`src/rtl/pfra_pkg.sv`:
```
// ----------------------------------------------------------------------------
// pfra_pkg
// Shared constants, types and command/status bundles for the page frame
// reference count allocator.
// ----------------------------------------------------------------------------
package pfra_pkg;

    // Geometry of the count store
    localparam int NUM_FRAMES = 32768;
    localparam int COUNT_BITS = 8;
    localparam int LANES      = 16;                  // counts per store row
    localparam int ROWS       = NUM_FRAMES / LANES;
    localparam int ROW_W      = $clog2(ROWS);
    localparam int LANE_W     = $clog2(LANES);
    localparam int FA_W       = ROW_W + LANE_W;      // frame address width
    localparam int ROW_DATA_W = LANES * COUNT_BITS;

    // Item field widths
    localparam int FUNC_W   = 3;
    localparam int FRAME_W  = 15;
    localparam int STATUS_W = 3;

    // Configuration port
    localparam int CFG_IDX_W  = 1;
    localparam int CFG_DATA_W = 16;
    localparam int RSV_FIRST_W = 15;
    localparam int RSV_END_W   = 16;

    localparam logic [CFG_IDX_W-1:0] CFG_RSV_FIRST = 1'd0;
    localparam logic [CFG_IDX_W-1:0] CFG_RSV_END   = 1'd1;

    localparam logic [RSV_FIRST_W-1:0] RSV_FIRST_RST = 15'd512;
    localparam logic [RSV_END_W-1:0]   RSV_END_RST   = 16'd768;

    // Operation codes
    localparam logic [FUNC_W-1:0] FUNC_ALLOC = 3'd0;
    localparam logic [FUNC_W-1:0] FUNC_FREE  = 3'd1;
    localparam logic [FUNC_W-1:0] FUNC_SHARE = 3'd2;
    localparam logic [FUNC_W-1:0] FUNC_QUERY = 3'd3;
    localparam logic [FUNC_W-1:0] FUNC_INIT  = 3'd4;

    // Status codes
    localparam logic [STATUS_W-1:0] ST_OK         = 3'd0;
    localparam logic [STATUS_W-1:0] ST_OOM        = 3'd1;
    localparam logic [STATUS_W-1:0] ST_FREE_FREE  = 3'd2;
    localparam logic [STATUS_W-1:0] ST_SHARE_FREE = 3'd3;
    localparam logic [STATUS_W-1:0] ST_SATURATED  = 3'd4;

    typedef logic [ROW_W-1:0]      row_t;
    typedef logic [LANE_W-1:0]     lane_t;
    typedef logic [FA_W-1:0]       frame_addr_t;
    typedef logic [COUNT_BITS-1:0] cnt_t;
    typedef logic [ROW_DATA_W-1:0] row_data_t;

    localparam cnt_t CNT_MAX = '1;

    typedef enum logic [2:0] {
        ST_INIT,    // clearing pass after reset
        ST_IDLE,
        ST_RMW,
        ST_SCAN,
        ST_SWEEP,
        ST_RESP
    } state_t;

    // Controller -> datapath
    typedef struct packed {
        logic accept;       // latch item, issue read of its row
        logic scan_start;   // point scan at the top row
        logic scan_step;    // issue one row read, check the previous one
        logic sweep_start;  // point sweep at row zero
        logic sweep_step;   // write one row of the init pattern
        logic sweep_rst;    // sweep uses the reset range
        logic rmw_eval;     // evaluate free/share/query, write back
        logic out_load;     // move result into the output register
    } cmd_t;

    // Datapath -> controller
    typedef struct packed {
        logic scan_done;
        logic sweep_last;
        logic out_busy;
    } sts_t;

endpackage

```
`src/rtl/pfra_ctrl.sv`:
```
// ----------------------------------------------------------------------------
// pfra_ctrl
// Sequencer: clearing pass, item accept, read-modify-write, allocate scan,
// initialize sweep and result hand-off.
// ----------------------------------------------------------------------------
module pfra_ctrl (
    input  logic                        aclk,
    input  logic                        aresetn,
    input  logic                        s_valid,
    input  logic [pfra_pkg::FUNC_W-1:0] s_func,
    output logic                        s_ready,
    input  pfra_pkg::sts_t              sts,
    output pfra_pkg::cmd_t              cmd
);

    pfra_pkg::state_t state_reg, state_next;

    always_ff @(posedge aclk) begin
        if (!aresetn) begin
            state_reg <= pfra_pkg::ST_INIT;
        end else begin
            state_reg <= state_next;
        end
    end

    always_comb begin
        state_next = state_reg;
        cmd        = '0;
        s_ready    = 1'b0;
        unique case (state_reg)
            pfra_pkg::ST_INIT: begin
                cmd.sweep_step = 1'b1;
                cmd.sweep_rst  = 1'b1;
                if (sts.sweep_last) begin
                    state_next = pfra_pkg::ST_IDLE;
                end
            end
            pfra_pkg::ST_IDLE: begin
                s_ready = 1'b1;
                if (s_valid) begin
                    cmd.accept = 1'b1;
                    unique case (s_func)
                        pfra_pkg::FUNC_ALLOC: begin
                            cmd.scan_start = 1'b1;
                            state_next     = pfra_pkg::ST_SCAN;
                        end
                        pfra_pkg::FUNC_FREE,
                        pfra_pkg::FUNC_SHARE,
                        pfra_pkg::FUNC_QUERY: begin
                            state_next = pfra_pkg::ST_RMW;
                        end
                        pfra_pkg::FUNC_INIT: begin
                            cmd.sweep_start = 1'b1;
                            state_next      = pfra_pkg::ST_SWEEP;
                        end
                        default: begin
                            state_next = pfra_pkg::ST_RESP;
                        end
                    endcase
                end
            end
            pfra_pkg::ST_RMW: begin
                cmd.rmw_eval = 1'b1;
                state_next   = pfra_pkg::ST_RESP;
            end
            pfra_pkg::ST_SCAN: begin
                cmd.scan_step = 1'b1;
                if (sts.scan_done) begin
                    state_next = pfra_pkg::ST_RESP;
                end
            end
            pfra_pkg::ST_SWEEP: begin
                cmd.sweep_step = 1'b1;
                if (sts.sweep_last) begin
                    state_next = pfra_pkg::ST_RESP;
                end
            end
            pfra_pkg::ST_RESP: begin
                if (!sts.out_busy) begin
                    cmd.out_load = 1'b1;
                    state_next   = pfra_pkg::ST_IDLE;
                end
            end
            default: begin
                state_next = pfra_pkg::ST_IDLE;
            end
        endcase
    end

endmodule

```
`config.mk`:
```
export PLATFORM = sky130hd
export DESIGN_NAME = pfra_ctrl
export DESIGN_NICKNAME = d
export VERILOG_FILES = /design/src/rtl/pfra_pkg.sv /design/src/rtl/pfra_ctrl.sv
export SDC_FILE = /design/constraint.sdc
export NUM_CORES = 1
export LEC_CHECK = 0
export BUFFER_PORTS_ARGS = -buffer_cell sky130_fd_sc_hd__buf_4
export CORE_AREA = 2 2 39 41
export DETAILED_ROUTE_END_ITERATION = 12
export DIE_AREA = 0 0 41 43
export MAX_ROUTING_LAYER = met4
export PLACE_DENSITY = 0.55
export SLEW_MARGIN = 10
export SYNTH_ARGS = -nofsm -noshare
export SYNTH_HDL_FRONTEND = slang
export SYNTH_SLANG_ARGS = --single-unit
```
`constraint.sdc`:
```
create_clock -name aclk -period 1.6 [get_ports aclk]
set_clock_uncertainty 0.2 [all_clocks]
set_input_delay 0 -clock aclk [delete_from_list [all_inputs] [get_ports aclk]]
set_output_delay 0 -clock aclk [all_outputs]
set_load 0.01 [all_outputs]
```
# == Word level (Yosys, flattened, before mapping) ==
# Index checks and enable logic that the tools add are counted.
# op_classes
eq_ne,14
muxes,20
reduce_logical,5
# ops
op,count
case mux 3 bit (6 select lines),1
2-to-1 mux 3 bit,5
"== test 3 x 2 -> 1 bit, second input constant",4
2-to-1 mux 1 bit,11
"inequality test 2 bit, second input constant",5
"== test 3 bit, second input constant",3
case mux 3 bit (3 select lines),1
"== test 3 x 1 -> 1 bit, second input constant",2
zero test 3 bit,2
AND reduction 5 bit,1
2-to-1 mux 2 bit,2
OR reduction 3 bit,1
OR reduction 2 bit,1
# totals
regBits,3
elab_cells,40
inputBits,9

# == Longest topological paths before layout ==
# Gate-level depths: netlist of run 1.
# logic_depth
depth_word,5
depth_mapped,3
mapped_depth_nobuf,2

# == Worst setup path after synthesis of run 1 ==
# No wires, ideal clock.
# synth_path
path_kind,reg-to-reg
from,register state_reg[0]
to,register state_reg[2]
path_buffers,1
t_required_ps,1312
arrival_ps,807
period_less_slack_ps,1095
setup_slack_ps,505
stages_incl_launch_ff,4
setup_time_ps,88
path_cell_list,dfxtp_1 buf_6 and3b_1 o32ai_2
# synth_between
elab_chain_cells,3
word_cells_on_any_way,13
# synth_lines
item,line_no,source
from (decl),pfra_ctrl.sv:16,"pfra_pkg::state_t state_reg, state_next;"
from (signal assigned),pfra_ctrl.sv:20,state_reg <= pfra_pkg::ST_INIT;
from (signal assigned),pfra_ctrl.sv:22,state_reg <= state_next;
== test 3 x 2 -> 1 bit (tied with other cells),pfra_ctrl.sv:30,unique case (state_reg)
inequality test 2 bit (no line),n/a,
AND reduction 5 bit (no line),n/a,
# Several ways; a longest one is shown, not always the timed one.
# A chain may end at the register's enable or synchronous reset.

==> results of run 1 <==
==> cells by family (layout without fill, tap and decap cells) <==
kind of cell	Yosys count	in the layout	share of synthesized area, %
simple gates	18	18	52.89
compound gates	6	6	17.79
flops	3	3	23.08
buf+inv	2	29	6.248
==> worst max-delay path by stage <==
stage | from | end | cells after the start | slack [ns]
finish | state_reg[0]$_SDFFE_PN0P_ | cmd[4] | 3 | 0.1
global route | state_reg[0]$_SDFFE_PN0P_ | cmd[4] | 3 | 0.004
CTS | state_reg[1]$_SDFFE_PN0P_ | cmd[4] | 3 | 0.03
detailed placement | state_reg[1]$_SDFFE_PN0P_ | cmd[4] | 3 | 0.30
global placement | state_reg[1]$_SDFFE_PN0P_ | cmd[4] | 3 | 0.32
floorplan | state_reg[0]$_SDFFE_PN0P_ | state_reg[2]$_SDFFE_PN0P_ | 3 | 0.51
==> tightest hold or removal path: stages (launching register included) <==
cell and delay (ns):
dfxtp_2 0.37, nand2b_1 0.09, a21oi_1 0.06
==> cell type report <==
cell class | count | area, um2 | area share, %
Multi-Input combinational cell | 24 | 183.9 | 36.84
Sequential cell | 3 | 61.31 | 12.28
Tap cell | 16 | 20.02 | 4.010
Timing Repair Buffer | 25 | 207.7 | 41.60
Clock buffer | 4 | 26.28 | 5.263
==> where the power goes <==
group / total [W] / internal [W] / leakage (nW) / switching, W
Clock: 0.000136 / 0.0000937 / 0.0150 / 0.0000425
Sequential: 0.0000908 / 0.0000800 / 0.0251 / 0.0000107
Combinational: 0.0000871 / 0.0000571 / 0.192 / 0.0000300
==> cell usage after synthesis, drive strengths merged <==
cell type / number / area [um2]
a21oi: 1 / 5.000
o32ai: 1 / 16.27
nor2: 2 / 7.510
or3: 1 / 6.260
or3b: 1 / 8.760
o31ai: 1 / 7.510
and4bb: 1 / 16.27
o21ai: 1 / 5.000
nand2b: 2 / 12.51
nor3b: 2 / 15.01
and3b: 4 / 36.29
nand3b: 2 / 15.01
nor3: 1 / 5.000
and2b: 1 / 8.760
and3: 1 / 6.260
dfxtp: 3 / 60.06
buf: 2 / 16.26
a31oi: 2 / 12.51
==> stage by stage <==
step | hold slack (ns) | util [%] | total power [W]
2_1_floorplan | -0.07101 | - | 0.0001272
3_3_place_gp | 0.08417 | 28.30 | 0.0001639
3_5_place_dp | 0.08740 | 28.30 | 0.0001635
4_1_cts | 0.3875 | 35.99 | 0.0003198
5_1_grt | 0.4005 | 36.08 | 0.0003350
6_report | 0.3558 | 36.08 | 0.0003141
==> metal layers <==
layer | vias up | track usage [%]
li1 | 163 | -
met1 | 144 | 9.003
met2 | 12 | 15.63
met3 | 2 | 1.571
met4 | 0 | 10.00
met5 | - | -
==> timing repair <==
item,4_1_cts,5_1_grt
hold buffers,8,0
endpoints found under the hold margin,3,0
resized for setup,0,1
endpoints found under the setup margin,0,2
buffers inserted,0,0
==> results.py, run 1 <==
metrics = {
    "outcome": {
        "status": "completed",
    },
    "synth": {
        "netlist_instances": 29,
        "synthDistinctLibCells": 20,
        "synth.cell_area_um2": 260.3,
        "ys_seq_area_share_pct": 23.08,
        "synth_nets": 38,
        "ys_ff_latch": 3,
        "syn_area_per_cell_um2": 8.974,
        "ys_warn_count": 0,
    },
    "floorplan": {
        "start_util_pct": 18.81,
        "pin_count": 18,
        "die-area_um2": 1763,
        "core_area_um2": 1384,
        "rows": 14,
        "die_h_um": 43,
        "die_w_um": 41,
    },
    "setup_path": {
        "worstPathRequired_ns": 1.40,
        "crit_path_end_kind": "output port",
        "worstPathCellList": "and4bb_4 -> and3_1 -> buf_4",
        "r2r_start": "state_reg[0]$_SDFFE_PN0P_",
        "worstPathArrival_ns": 1.30,
        "reg2reg_depth": 2,
        "r2r_end": "state_reg[0]$_SDFFE_PN0P_",
        "cp_top_family": "flip-flops",
        "cp_slowest_stage_delay_ns": 0.49,
        "startpoint_type": "flip-flop",
        "critPathMaxFanout": 11,
        "crit_slowest_cell": "dfxtp_1",
        "crit_buf_inv": 1,
        "rrSetupSlack_ns": 0.41,
        "criticalPathCategory": "flip-flop to output port",
    },
    "hold_path": {
        "hold_start": "state_reg[1]$_SDFFE_PN0P_",
        "hold_class": "flip-flop to flip-flop",
        "min_path_cells": 2,
        "min_to": "state_reg[1]$_SDFFE_PN0P_",
    },
    "detailed_routing": {
        "wl_met3_um": 33,
        "wl_met1_um": 300,
        "viasPerCell": 4.458,
        "routed_wl_um": 747,
        "highest_layer": "met4",
        "drt_iter0_markers": 3,
        "firstDrtPassIters": 3,
        "wl_met2_um": 394,
        "wl_per_cell_um": 10.38,
        "drc": 0,
        "ant_nets": 0,
        "num_vias": 321,
    },
    "sta": {
        "fin_ws_ns": 0.09633,
        "relSlewSlack_pct": 79.20,
        "finalHoldViolCount": 0,
        "rsz0062_at_grt": "false",
        "slew_viol_final": 0,
        "setup_viol": 0,
        "fin_tns_setup_ns": 0,
        "worst_slew_pin_slew_ns": 0.3116,
        "period_minus_slack_ns": 1.504,
        "final.period_utilization_pct": 93.98,
        "maxClockFrequency_ghz": 0.6650,
    },
    "global_routing": {
        "grt_max_degree": 14,
        "grt_pass1_vias": 305,
        "grt_pass1_wl_mm": 1.110,
        "grt.total_usage_pct": 9.877,
        "overflow": 0,
        "antenna_found_initial": 0,
    },
    "cells_and_area": {
        "final_cell_mix": "buf_4, dlygate4sd3_1, and3b_1, clkbuf_4",
        "fin_area_um2": 499.2,
        "layout_commonest_cell": "buf_4",
        "nNetsFinal": 66,
        "final_cells": 72,
        "area_delta_synth_final_pct": 91.83,
        "fill_cells": 151,
        "antenna_cells": 0,
        "largest_reg_flops": 3,
        "drive_gt1_share_pct": 44.64,
    },
    "place": {
        "post_dp_cell_area_um2": 391.6,
        "hpwl_um": 491.1,
        "post-place-cells": 60,
        "io_buffers": 17,
        "gp_congestion": 0.6674,
        "pre_cts_slack_ns": 0.2959,
    },
    "clocking": {
        "cts-htree-levels": 1,
        "cts_root_buffer": "clkbuf_4",
        "clockBufferDepth": 2,
        "clock_sinks": 3,
        "insertion_delay_ns": 0.24,
        "clk_pin_slew_worst_paths_ns": 0.04,
        "tritoncts": "built",
        "cts_buffers": 3,
    },
    "pwr": {
        "p_leak_nw": 0.2321,
        "peakVddDrop_mv": 0.1894,
        "powerDensity_nw_per_um2": 629.1,
    },
    "run": {
        "drv_cap": 0,
    },
}
Note: power is estimated with default switching activity, not from simulation.
==> run 2, diff against run 1 <==
CTS_BUF_LIST = sky130_fd_sc_hd__clkbuf_8   (was not set)
==> run 2 against run 1 <==
  * Sequential cell count is the same
  * Routed wire length fell by 1.6%
  * Combinational power shrank 2.5%
  * Power up 25%
  * Highest routed layer unchanged
==> results.py, run 2 (same netlist as run 1, synthesis figures left out) <==
metrics = {
    "sta": {
        "finalHoldViolCount": 0,
        "holdWs_ns": 0.001034,
        "maxClockFrequency_ghz": 0.6759,
        "worst_slew_pin_slew_ns": 0.3083,
        "period_minus_slack_ns": 1.480,
        "fin_ws_ns": 0.1205,
        "relSlewSlack_pct": 79.42,
        "final.period_utilization_pct": 92.47,
        "rsz0062_at_grt": "false",
        "slew_viol_final": 0,
        "fin_tns_setup_ns": 0,
        "setup_viol": 0,
    },
    "cells_and_area": {
        "layout_commonest_cell": "buf_4",
        "area_delta_synth_final_pct": 95.19,
        "fill_cells": 150,
        "drive_gt1_share_pct": 45.45,
        "nNetsFinal": 65,
        "final_cell_mix": "buf_4, dlygate4sd3_1, and3b_1, clkbuf_8",
        "antenna_cells": 0,
        "largest_reg_flops": 3,
    },
    "global_routing": {
        "antenna_found_initial": 0,
        "grt_max_degree": 14,
        "overflow": 0,
        "grt.total_usage_pct": 9.979,
        "grt_pass1_wl_mm": 1.097,
        "grt_pass1_vias": 298,
    },
    "setup_path": {
        "critPathMaxFanout": 11,
        "worstPathRequired_ns": 1.40,
        "cp_top_family": "flip-flops",
        "reg2reg_depth": 2,
        "worstPathCellList": "and4bb_4 -> and3_1 -> buf_4",
        "crit_path_end_kind": "output port",
        "crit_slowest_cell": "dfxtp_1",
        "criticalPathCategory": "flip-flop to output port",
        "cp_num_cells": 3,
        "worstPathArrival_ns": 1.28,
        "crit_buf_inv": 1,
        "startpoint_type": "flip-flop",
        "cp_slowest_stage_delay_ns": 0.49,
    },
    "pwr": {
        "swShare_pct": 23.63,
        "cell_internal_pwr_w": 0.0002993,
        "peakVddDrop_mv": 0.2020,
        "pwr-share-clk_pct": 55.2,
        "p_seq_share_pct": 23.2,
        "powerDensity_nw_per_um2": 771.4,
        "p_leak_nw": 0.2398,
        "switching_power_w": 0.00009261,
        "p_comb_share_pct": 21.7,
    },
    "detailed_routing": {
        "num_vias": 320,
        "drt_iter0_markers": 1,
        "drc": 0,
        "routed_wl_um": 735,
        "viasPerCell": 4.507,
        "wl_per_cell_um": 10.35,
        "ant_nets": 0,
        "firstDrtPassIters": 4,
    },
    "floorplan": {
        "rows": 14,
        "die_w_um": 41,
        "die_h_um": 43,
        "start_util_pct": 18.81,
        "core_area_um2": 1384,
        "pin_count": 18,
        "die-area_um2": 1763,
    },
    "clocking": {
        "clock_sinks": 3,
        "tritoncts": "built",
        "cts-htree-levels": 1,
        "post-cts-setup-buffers": 0,
        "insertion_delay_ns": 0.22,
        "clk_pin_slew_worst_paths_ns": 0.03,
        "clockBufferDepth": 2,
        "cts_buffers": 3,
        "cts_root_buffer": "clkbuf_8",
    },
    "place": {
        "io_buffers": 17,
        "gp_congestion": 0.6674,
        "pre_cts_slack_ns": 0.2959,
        "hpwl_um": 491.1,
    },
    "outcome": {
        "status": "completed",
    },
    "hold_path": {
        "hold_class": "input pin to flip-flop",
        "min_path_cells": 3,
    },
    "run": {
        "drv_cap": 0,
    },
}
[run 2: cell type report]
cell class / instances / area [um2] / share of cell area [%]
clock inverter: 1 / 3.754 / 0.7389
sequential: 3 / 61.31 / 12.07
tap: 16 / 20.02 / 3.941
timing repair buffer: 24 / 197.7 / 38.92
clock buffer: 3 / 41.29 / 8.128
multi-input combinational: 24 / 183.9 / 36.21
[run 2: what timing repair did]
item	4_1_cts	5_1_grt
endpoints found under the setup margin	0	2
gates resized for setup	0	1
hold buffers	7	0
hold endpoints to repair	3	0
[run 2: tightest hold or removal path, stage by stage]
cell	delay (ns)
buf_4	0.07
and2b_2	0.21
o32ai_2	0.08
[run 2: layer usage]
layer | GRT usage (%) | wire [um] | up-vias
li1 | - | - | 161
met1 | 9.003 | 302 | 141
met2 | 15.00 | 362 | 15
met3 | 3.141 | 43 | 3
met4 | 10.00 | 27 | 0
met5 | - | 0 | -
[run 2: power groups by stage]
stage                     combinational (W)  sequential [W]  clock, W
final                             0.0000849       0.0000909  0.000216
after floorplan                   0.0000423       0.0000849         0
after detailed placement          0.0000717       0.0000918         0
after global routing              0.0000913       0.0000929  0.000229
after CTS                         0.0000854       0.0000908  0.000221
after global placement            0.0000720       0.0000919         0
[run 2: metrics by stage]
stage / instances / cell area [um2] / power, W / utilization, %
floorplan: 29 / 260.3 / 0.0001272 / -
global placement: 60 / 391.6 / 0.0001639 / 28.30
detailed placement: 60 / 391.6 / 0.0001635 / 28.30
CTS: 71 / 506.7 / 0.0003974 / 36.62
global route: 71 / 508.0 / 0.0004129 / 36.71
finish: 71 / 508.0 / 0.0003919 / 36.71
[run 2: path summary, 6_finish.rpt]
path                                                 from                         to  slack (ns)
worst max-delay path            state_reg[0]$_SDFFE_PN0P_                     cmd[4]        0.12
worst min register to register  state_reg[1]$_SDFFE_PN0P_  state_reg[1]$_SDFFE_PN0P_        0.35
worst max register to register  state_reg[0]$_SDFFE_PN0P_  state_reg[0]$_SDFFE_PN0P_        0.42
worst min-delay path                               sts[0]  state_reg[2]$_SDFFE_PN0P_       0.001
