===== config.mk =====
export PLATFORM = sky130hd
export DESIGN_NAME = pfra_ram
export DESIGN_NICKNAME = d
export VERILOG_FILES = /design/src/rtl/pfra_ram.sv
export SDC_FILE = /design/constraint.sdc
export NUM_CORES = 1
export LEC_CHECK = 0
export BUFFER_PORTS_ARGS = -buffer_cell sky130_fd_sc_hd__buf_2
export CORE_MARGIN = 2
export CORE_UTILIZATION = 39
export DETAILED_ROUTE_END_ITERATION = 8
export GPL_TIMING_DRIVEN = 0
export HOLD_SLACK_MARGIN = 0.05
export SLEW_MARGIN = 20
export SYNTH_ARGS = -nofsm -noshare
export SYNTH_HDL_FRONTEND = slang
export SYNTH_SLANG_ARGS = --single-unit
export TNS_END_PERCENT = 100

===== constraint.sdc =====
create_clock -name aclk -period 1.75 [get_ports aclk]
set_input_delay 0.0875 -clock aclk [delete_from_list [all_inputs] [get_ports aclk]]
set_output_delay 0.0875 -clock aclk [all_outputs]
set_load 0.02 [all_outputs]

===== src/rtl/pfra_ram.sv =====
// ----------------------------------------------------------------------------
// pfra_ram
// Generic simple dual-port RAM: one write port, one read port, registered read.
// ----------------------------------------------------------------------------
module pfra_ram #(
    parameter int WIDTH = 8,
    parameter int DEPTH = 16
) (
    input  logic                     aclk,
    input  logic                     wr_en,
    input  logic [$clog2(DEPTH)-1:0] wr_addr,
    input  logic [WIDTH-1:0]         wr_data,
    input  logic                     rd_en,
    input  logic [$clog2(DEPTH)-1:0] rd_addr,
    output logic [WIDTH-1:0]         rd_data
);

    logic [WIDTH-1:0] mem_reg [DEPTH];
    logic [WIDTH-1:0] rd_data_reg;

    always_ff @(posedge aclk) begin
        if (wr_en) begin
            mem_reg[wr_addr] <= wr_data;
        end
        if (rd_en) begin
            rd_data_reg <= mem_reg[rd_addr];
        end
    end

    assign rd_data = rd_data_reg;

endmodule


=== Yosys cells after proc, flatten, opt, wreduce, memory -nomap -nowiden ===
Memories as Yosys holds them, arrays and structs flattened. A register that Yosys moved wholly into a read port is not among the register bits.
Index checks and enable logic that the tools add are counted.
Widths: inputs -> output; s select.

* Mux-type cells: 2

{| class="wikitable"
|+ Operators by type and width
! kind !! number
|-
| $mux 1 || 2
|}

* Flip-flop bits (word level): 0
* Memory bits (writable): 128
* Input port bits: 19
* Output and inout port bits: 8
* Word-level logic and storage cells: 3
* Memories kept: 1

{| class="wikitable"
|+ Memories
! memory !! words !! bits a word !! rd ports !! clocked after memory_dff !! write ports !! line !! source
|-
| mem_reg || 16 || 8 || 1 || 1 || 1 || 18 || <nowiki>logic [WIDTH-1:0] mem_reg [DEPTH];</nowiki>
|}

=== Logic depth before layout (Yosys ltp) ===
Gate-level depths: netlist (run 1).

* Word-level depth: 2
* Depth in mapped cells: 5
* Mapped depth without buffers: 3

=== Least setup slack after synthesis (run 1) ===
OpenSTA, ideal clock, no wires.

* Kind: in2reg
* From: input wr_addr[2]
* To: memory mem_reg[0][0], enable pin
* Library setup time: 0.383 ns
* Arrival time: 1.197 ns
* Data required time: 1.367 ns
* Setup slack: 0.170 ns
* Stages on the path: 2
* Path buffers: 0
* Path through: or3b_2 -> nor3_1

{| class="wikitable"
|+ RTL lines
! what !! line !! source
|-
| from (decl) || 11 || <nowiki>input logic [$clog2(DEPTH)-1:0] wr_addr,</nowiki>
|-
| to (decl) || 18 ||
|}

Straight into the memory's write port.

==> results of run 1 <==
area by class of cell:
type	count	area, µm²
Tap cell	176	220
Fill cell	1079	7040
Buffer	10	86.3
Clock buffer	21	440
Clock inverter	9	104
Timing Repair Buffer	26	135
Multi-Input combinational cell	83	1080
Sequential cell	136	4080
worst max-delay path, stage by stage (launching register included):
cell      delay, ps
edfxtp_1        360
mux4_1          570
a22oi_1         260
nand2_1          80
cell families (layout without fill, tap and decap cells):
family / after synthesis / after routing / share of synthesized area
simple gates: 35 / 35 / 0.0314
compound gates: 16 / 16 / 0.0230
mux: 32 / 32 / 0.148
flops: 136 / 136 / 0.781
buf+inv: 10 / 66 / 0.0165
where the power goes:
group          total, W  switching (W)  internal (W)
sequential      0.00369      0.0000151       0.00367
combinational  0.000366       0.000223      0.000143
clock           0.00326        0.00119       0.00207
routing by layer:
layer	global-route usage	up-vias	part of all wire	routed length, µm
li1	-	1072	-	-
met1	0.217	1243	0.45	4540
met2	0.229	66	0.49	4880
met3	0.0413	2	0.057	569
met4	0.0485	0	0.0026	26
met5	0	-	0	0
metrics by stage:
stage	total power, W	instance area (µm²)
2_1_floorplan	0.00396	5230
3_3_place_gp	0.00411	5570
3_5_place_dp	0.00413	5590
4_1_cts	0.00738	6150
5_1_grt	0.00754	6150
6_report	0.00731	6150
Yosys cell counts:
library cell       n  area (µm²)
edfxtp_1         136        4080
clkdlybuf4s25_2    3        30.0
mux4_1            14         368
mux4_2            18         405
nor2b_1            1        6.26
nand3_1            1        5.00
and2b_1            1        7.51
nand2b_1           2        12.5
and2_1             1        6.26
or3b_2             1        8.76
buf_4              1        7.51
nand3b_1           2        15.0
buf_2              3        15.0
a22oi_1           16         120
nor3_1             4        20.0
nand2_1            9        33.8
nor2_1            13        48.8
buf_6              3        33.8
path summary, 6_finish.rpt:
path                                 endpoint  slack, ps
worst min register to register     rd_data[2]        770
worst min-delay path            mem_reg[7][6]         90
worst max register to register     rd_data[2]        220
worst max-delay path               rd_data[2]        220
==> summary.txt, run 1 <==
Synth
  – Post-synthesis cell count: 229
  – Post-synth net total: 248
  – Average size of a mapped cell: 22.8 µm²
  – Post-synth cell types: 18
  – Register area share after synthesis: 0.781
  – Yosys reg bits: 136
  – Cell Area, Synth: 5230 µm²
  – Syn. warnings: 0

Layout
  – Most frequent cells in the layout: edfxtp_1, buf_2, mux4_2, clkbuf_16, a22oi_1
  – Layout cells sized above 1: 0.291
  – Area grow syn2layout: 17.6%
  – Finished Layout Cells: 461
  – Layout Utilization: 0.466
  – Post-layout net count: 293
  – Most common cell after layout, fill and taps aside: edfxtp_1
  – Largest register FFs: 128
  – N_diodes: 0

Floorplan
  – I/O Pins: 27
  – Placeable Area: 13200 µm²
  – FP Rows: 42
  – Initial core utilization: 0.396
  – Die width: 120 µm
  – Die area: 14300 µm²
  – Die H: 120 µm

Drt
  – Wire length per cell: 21.7 µm
  – DRC: 0
  – DR pass1 iterations: 4
  – Via count: 2383
  – Drt total wl: 10000 µm
  – Initial drt markers: 196
  – Drt via density: 5.17
  – Antenna Violating Nets Remaining: 0

STA
  – Post-layout minimum cycle time: 1530 ps
  – Clock Skews: 7.62 ps
  – Peak Freq: 655 MHz
  – Final TNS setup: 0 ps
  – Fin crit share: 0.873
  – Worst relative slew slack: 0.422
  – Hold Slack: 86.7 ps
  – Final setup fails: 0
  – Final Max Tran Viols: 0
  – RSZ-0062 raised after global routing: false
  – Hold Violations, Final: 0
  – Worst-margin pin slew: 864 ps
  – Post-layout worst setup margin: 223 ps

Critical path
  – Register-to-Register Path Depth: 3
  – CP max FO: 1
  – WP data arrival: 1670 ps
  – CP Launch Point: mem_reg[5][2]
  – Startpoint Class: register
  – RR Startpoint: mem_reg[5][2]
  – Crit Path Class: reg -> reg
  – CP Capture Type: register
  – Worst Path Required: 1890 ps

Clock network
  – # resized after CTS: 0
  – Clock latency on the worst-skew pair: 400 ps
  – Clk Tree Root Cell: clkbuf_16
  – Bufs on Longest Clock Path: 2
  – CTS tree: built
  – Clock transition at path regs: 50 ps
  – TritonCTS Buffers: 17
  – Setup Buffers After CTS: 0
  – # clock sinks: 136
  – # hold bufs at CTS: 1
  – CTS H-tree lvls: 4

Power
  – Leak: 2.03 nW
  – Peak supply drop: 0.656 mV
  – Power per Cell Area: 1190 nW/µm²

Hold path
  – Hold Path Cell Cnt: 1
  – Hold Crit Start: wr_data[6]
  – Hold WC Path Type: in -> reg

GRT
  – Grt total ovfl: 0
  – Antenna violations before repair: 0
  – Tot GR Track Use: 0.152
  – First-pass GRT wire length: 15100 µm
  – Pin count of the biggest net entering global routing: 17
  – Vias in the first global route: 2410

Placement
  – Port Buffers: 25
  – Inst Count DP: 430
  – GP Congestion: 0.693
  – Dpl ws: -64.7 ps
  – Final HPWL DP: 6430 µm

Status
  – Outcome: completed

Job
  – Max cap viols: 0
Note: power is estimated with default switching activity, not from simulation.
==> run 2, diff against run 1 <==
--- a/config.mk
+++ b/config.mk
@@ -5,12 +5,14 @@
 export SDC_FILE = /design/constraint.sdc
 export NUM_CORES = 1
 export LEC_CHECK = 0
+export ABC_AREA = 1
 export BUFFER_PORTS_ARGS = -buffer_cell sky130_fd_sc_hd__buf_2
 export CORE_MARGIN = 2
 export CORE_UTILIZATION = 39
 export DETAILED_ROUTE_END_ITERATION = 8
 export GPL_TIMING_DRIVEN = 0
 export HOLD_SLACK_MARGIN = 0.05
+export RECOVER_POWER = 25
 export SLEW_MARGIN = 20
 export SYNTH_ARGS = -nofsm -noshare
 export SYNTH_HDL_FRONTEND = slang
==> run 2 against run 1 <==
Wire length grew 41%. Clock power shrank 1%. Synthesized area grew 12%. Sequential power is essentially flat. Count of clock-buffer cells in the layout shrank 1. Critical path type unchanged. Die area grew 11%. Maximum frequency grew 28%. Synthesized cell count grew 140%. Combinational power grew 34%. Clock skew grew 2.2 ps. Largest cell class unchanged.
==> summary.txt, run 2 <==
Synth
  – Average size of a mapped cell: 10.6 µm²
  – Most used DFF post-synth: edfxtp_1
  – Yosys reg bits: 136
  – Largest area contributor in the netlist: edfxtp_1
  – Top post-synthesis cells by area: edfxtp_1, nand2_1, nand3_1
  – Post-synth net total: 570
  – Post-synth top cells: nand2_1, edfxtp_1, inv_1
  – Number of synthesized flops with an enable pin: 136
  – Most instantiated library cell after synthesis: nand2_1
  – Area share of the largest cell type after synthesis: 0.698
  – Post-synth cell types: 11
  – Post-synthesis cell count: 551
  – Cell Area, Synth: 5850 µm²
  – Syn. warnings: 0
  – Register area share after synthesis: 0.698
  – Async SR Flop Fraction: 0

Floorplan
  – I/O Pins: 27
  – FP Rows: 44
  – Die area: 16000 µm²
  – Placeable Area: 14600 µm²
  – Die width: 126 µm
  – Initial core utilization: 0.401
  – Die H: 126 µm

Critical path
  – Register-to-Register Path Depth: 6
  – Slowest stage delay, CP: 370 ps
  – Startpoint Class: register
  – CP max FO: 1
  – Crit path top cell by count: nand3_1
  – WP data arrival: 1360 ps
  – Cell Chain, Critical Path: inv_1, nand2_1, nand3_1, nand3_1, nand3_1, nand2_1
  – CP delay by family, top: simple AND/OR/NAND/NOR gates
  – Worst reg-to-reg setup slack: 550 ps
  – RR Startpoint: mem_reg[10][4]
  – Worst Path Required: 1910 ps
  – CP Capture Type: register
  – Crit Path Class: reg -> reg
  – Worst Path Buf+Inv: 1
  – CP max stage cell: edfxtp_1
  – RR Endpoint: rd_data[4]

Drt
  – DR pass1 iterations: 4
  – Antenna Violating Nets Remaining: 0
  – Via count: 3836
  – DRC: 0
  – Initial drt markers: 349
  – Drt via density: 4.87
  – Wire length per cell: 18.0 µm
  – Drt total wl: 14100 µm

STA
  – Final Max Tran Viols: 0
  – Worst relative slew slack: 0.390
  – Fin crit share: 0.684
  – Clock Skews: 9.79 ps
  – Peak Freq: 835 MHz
  – RSZ-0062 raised after global routing: false
  – Hold Violations, Final: 0
  – Post-layout minimum cycle time: 1200 ps
  – Worst-margin pin slew: 916 ps
  – Final setup fails: 0
  – Final TNS setup: 0 ps

Layout
  – Most common cell after layout, fill and taps aside: nand2_1
  – Register area: 4080 µm²
  – N_diodes: 0
  – Post-layout net count: 613
  – Area grow syn2layout: 14.9%
  – Finished Layout Cells: 787
  – Non-Filler Cell Area, Final: 6720 µm²
  – Most frequent cells in the layout: nand2_1, edfxtp_1, inv_1, nand3_1, buf_2
  – Largest register FFs: 128
  – Layout cells sized above 1: 0.104
  – Layout fillers: 1320
  – Layout Utilization: 0.460
  – Multi-input logic area: 1210 µm²

Placement
  – Port Buffers: 23
  – Inst Count DP: 758
  – Placed inst area: 6190 µm²
  – Final HPWL DP: 9530 µm
  – GP Congestion: 0.821

Clock network
  – CTS tree: built
  – Clk Tree Root Cell: clkbuf_16
  – Clock latency on the worst-skew pair: 420 ps
  – # clock sinks: 136
  – Setup Buffers After CTS: 0
  – CTS H-tree lvls: 4
  – Clock transition at path regs: 50 ps
  – TritonCTS Buffers: 17
  – Bufs on Longest Clock Path: 2

GRT
  – First-pass GRT wire length: 21800 µm
  – Vias in the first global route: 3735
  – Antenna violations before repair: 0
  – Grt total ovfl: 0
  – Pin count of the biggest net entering global routing: 17
  – Tot GR Track Use: 0.188

Status
  – Outcome: completed

Power
  – Leak: 2.87 nW
  – Power per Cell Area: 1100 nW/µm²
  – Peak supply drop: 0.588 mV

Hold path
  – WHS Endpoint: mem_reg[12][5]
  – Hold Path Cell Cnt: 1
  – Hold WC Path Type: in -> reg
  – Hold Crit Start: wr_data[5]

Job
  – Max cap viols: 0
run 2: cell count changes after synthesis, moves of 10 or more:
cell	delta
a22oi_1	-16
buf_2	+10
inv_1	+100
mux4_1	-14
mux4_2	-18
nand2_1	+164
nand3_1	+96
run 2: report_power, final:
part	switching, W	leakage (nW)	internal [W]
combinational	0.000355	1.38	0.000137
sequential	0.0000162	1.24	0.00367
clock	0.00119	0.253	0.00203
total	0.00157	2.87	0.00584
run 2: worst max path at each step:
stage,depth (start not counted),from,to
floorplan,2,wr_addr[2],mem_reg[10][0]
global placement,3,wr_addr[2],mem_reg[9][1]
detailed placement,3,wr_addr[3],mem_reg[4][4]
CTS,6,mem_reg[10][5],rd_data[5]
global route,6,mem_reg[11][2],rd_data[2]
finish,6,mem_reg[10][4],rd_data[4]
run 2: through the flow:
step	setup slack, ps	hold WS [ps]	power [W]
floorplan	712	186	0.00403
detailed placement	186	431	0.00424
CTS	582	69.8	0.00745
global route	498	131	0.00766
finish	553	123	0.00741
global placement	143	419	0.00424
run 2: logic make-up (layout without fill, tap and decap cells):
| logic type | count (synthesis) | after routing | synth area share |
|---|---|---|---|
| flip-flops | 136 | 136 | 0.698 |
| buffers and inverters | 126 | 178 | 0.0939 |
| AND/OR/NAND/NOR | 289 | 289 | 0.208 |
run 2: metal layers:
| metal | wire, µm | vias up | track usage |
|---|---|---|---|
| li1 | - | 1867 | - |
| met1 | 6730 | 1816 | 0.270 |
| met2 | 6190 | 128 | 0.275 |
| met3 | 865 | 25 | 0.0451 |
| met4 | 359 | 0 | 0.0756 |
| met5 | 0 | - | 0 |
run 2: layout make-up:
type                            count  share of cell area
Multi-Input combinational cell    289               0.181
Tap cell                          184              0.0343
Inverter                          102              0.0570
Buffer                             24              0.0248
Timing Repair Buffer               24              0.0177
Clock inverter                      8              0.0125
Sequential cell                   136               0.608
Clock buffer                       20              0.0650
run 2: timing repair:
item,4_1_cts,5_1_grt
hold buffers,1,0
hold endpoints to repair,8,0
gates resized for setup,0,0
==> run 3, diff against run 2 <==
--- a/config.mk
+++ b/config.mk
@@ -5,7 +5,7 @@
 export SDC_FILE = /design/constraint.sdc
 export NUM_CORES = 1
 export LEC_CHECK = 0
-export ABC_AREA = 1
+export ABC_AREA = 0
 export BUFFER_PORTS_ARGS = -buffer_cell sky130_fd_sc_hd__buf_2
 export CORE_MARGIN = 2
 export CORE_UTILIZATION = 39
==> constraint.sdc (replaced) <==
create_clock -name aclk -period 1.16 [get_ports aclk]
set_input_delay 0.058 -clock aclk [delete_from_list [all_inputs] [get_ports aclk]]
set_output_delay 0.058 -clock aclk [all_outputs]
set_load 0.02 [all_outputs]
==> run 3 against run 2 <==
Register-to-register slack lost 840 ps. Flip-flop and latch count is the same. Sequential power grew 51%. Count of clock-buffer cells in the layout shrank 2. Non-clock buffer count shrank 9. Sequential share of layout area grew 3.4 points. Hold slack gained 62 ps. Die area shrank 10%. The flow now finishes with violations (negative setup slack). Highest routed layer unchanged. Cell area shrank 5.3%. Clock power grew 91%. Wire length shrank 31%.
==> summary.txt, run 3 (same netlist as run 1, synthesis figures left out) <==
Layout
  – Post-layout net count: 296
  – Most frequent cells in the layout: edfxtp_1, mux4_2, buf_2, clkbuf_16
  – Layout Utilization: 0.482
  – Most common cell after layout, fill and taps aside: edfxtp_1
  – Area grow syn2layout: 21.7%
  – Layout cells sized above 1: 0.390
  – Finished Layout Cells: 466
  – N_diodes: 0
  – Non-Filler Cell Area, Final: 6360 µm²
  – Largest register FFs: 128

Clock network
  – Setup Buffers After CTS: 0
  – CTS H-tree lvls: 4
  – Bufs on Longest Clock Path: 2
  – TritonCTS Buffers: 17
  – Clock latency on the worst-skew pair: 410 ps
  – Clk Tree Root Cell: clkbuf_16
  – CTS tree: built
  – # clock sinks: 136
  – Clock transition at path regs: 60 ps

Critical path
  – CP delay by family, top: multiplexers
  – CP Capture Type: register
  – Slowest stage delay, CP: 500 ps
  – Cell Chain, Critical Path: mux4_2, a22oi_2, nand2_1
  – CP max stage cell: mux4_2
  – Worst Path Buf+Inv: 0
  – Startpoint Class: register
  – WP data arrival: 1600 ps
  – CP max FO: 1
  – Crit Path Class: reg -> reg
  – Worst Path Required: 1310 ps

Floorplan
  – Placeable Area: 13200 µm²
  – I/O Pins: 27
  – Die H: 120 µm
  – FP Rows: 42
  – Die width: 120 µm
  – Initial core utilization: 0.396
  – Die area: 14300 µm²

Hold path
  – Hold WC Path Type: in -> reg

STA
  – Worst-margin pin slew: 830 ps
  – Post-layout worst setup margin: -290 ps
  – Peak Freq: 690 MHz
  – Worst relative slew slack: 0.445
  – Final setup fails: 8
  – Hold Slack: 185 ps
  – Fin crit share: 1.25
  – Final Max Tran Viols: 0
  – Post-layout minimum cycle time: 1450 ps
  – Hold Violations, Final: 0
  – RSZ-0062 raised after global routing: true
  – Clock Skews: 5.28 ps

Drt
  – Wire length per cell: 21.0 µm
  – Via count: 2349
  – Antenna Violating Nets Remaining: 0
  – Drt via density: 5.04
  – Initial drt markers: 134
  – Drt total wl: 9780 µm
  – DR pass1 iterations: 4
  – DRC: 0

Power
  – Leak: 2.05 nW
  – Power per Cell Area: 1940 nW/µm²
  – Peak supply drop: 0.982 mV

Status
  – Violated checks: negative setup slack
  – Outcome: finished, violations left

Placement
  – Final HPWL DP: 6220 µm
  – GP Congestion: 0.705
  – Port Buffers: 25
  – Inst Count DP: 430
  – Placed inst area: 5590 µm²

GRT
  – Pin count of the biggest net entering global routing: 17
  – First-pass GRT wire length: 15100 µm
  – Grt total ovfl: 0
  – Vias in the first global route: 2455
  – Tot GR Track Use: 0.151
  – Antenna violations before repair: 0

Job
  – Max cap viols: 0
==> run 3: path summary, 6_finish.rpt <==
path	cells after the start	to	slack [ps]	startpoint
hold reg to reg	3	rd_data[2]	760	mem_reg[10][2]
setup reg to reg	3	rd_data[0]	-290	mem_reg[7][0]
hold / removal	2	mem_reg[0][5]	180	wr_addr[1]
setup / recovery	3	rd_data[0]	-290	mem_reg[7][0]
==> run 3: stage by stage <==
step	total power [W]	worst slack (ps)	TNS, ps
global placement	0.00623	-400	-40180
global route	0.0127	-320	-2290
finish	0.0123	-290	-1950
CTS	0.0124	-289	-2110
detailed placement	0.00625	-416	-41600
floorplan	0.00600	-106	-859
==> run 3: power breakdown <==
| part | internal (W) | total (W) | switching [W] |
|---|---|---|---|
| clock network | 0.00423 | 0.00615 | 0.00192 |
| registers | 0.00554 | 0.00556 | 0.0000233 |
| logic | 0.000250 | 0.000609 | 0.000359 |
| total | 0.0100 | 0.0123 | 0.00230 |
==> run 3: cell type report <==
cell class                 count  area (µm²)
tap                          176         220
timing repair buffer          29         159
fill                        1066        6830
buffer                        10         120
sequential                   136        4080
clock inverter                14         253
clock buffer                  18         429
multi-input combinational     83        1100
==> run 3: metal layers <==
metal | global-route usage | routed length (µm) | up-vias
li1 | - | - | 1063
met1 | 0.212 | 4480 | 1198
met2 | 0.223 | 4630 | 75
met3 | 0.0433 | 478 | 13
met4 | 0.0669 | 195 | 0
met5 | 0 | 0 | -
==> run 3: repair_timing <==
item / CTS / global route
pin swaps: 1 / 0
resized for setup: 5 / 9
gates cloned: 0 / 0
hold buffers: 4 / 0
endpoints found under the setup margin: 8 / 48
endpoints found under the hold margin: 32 / 0
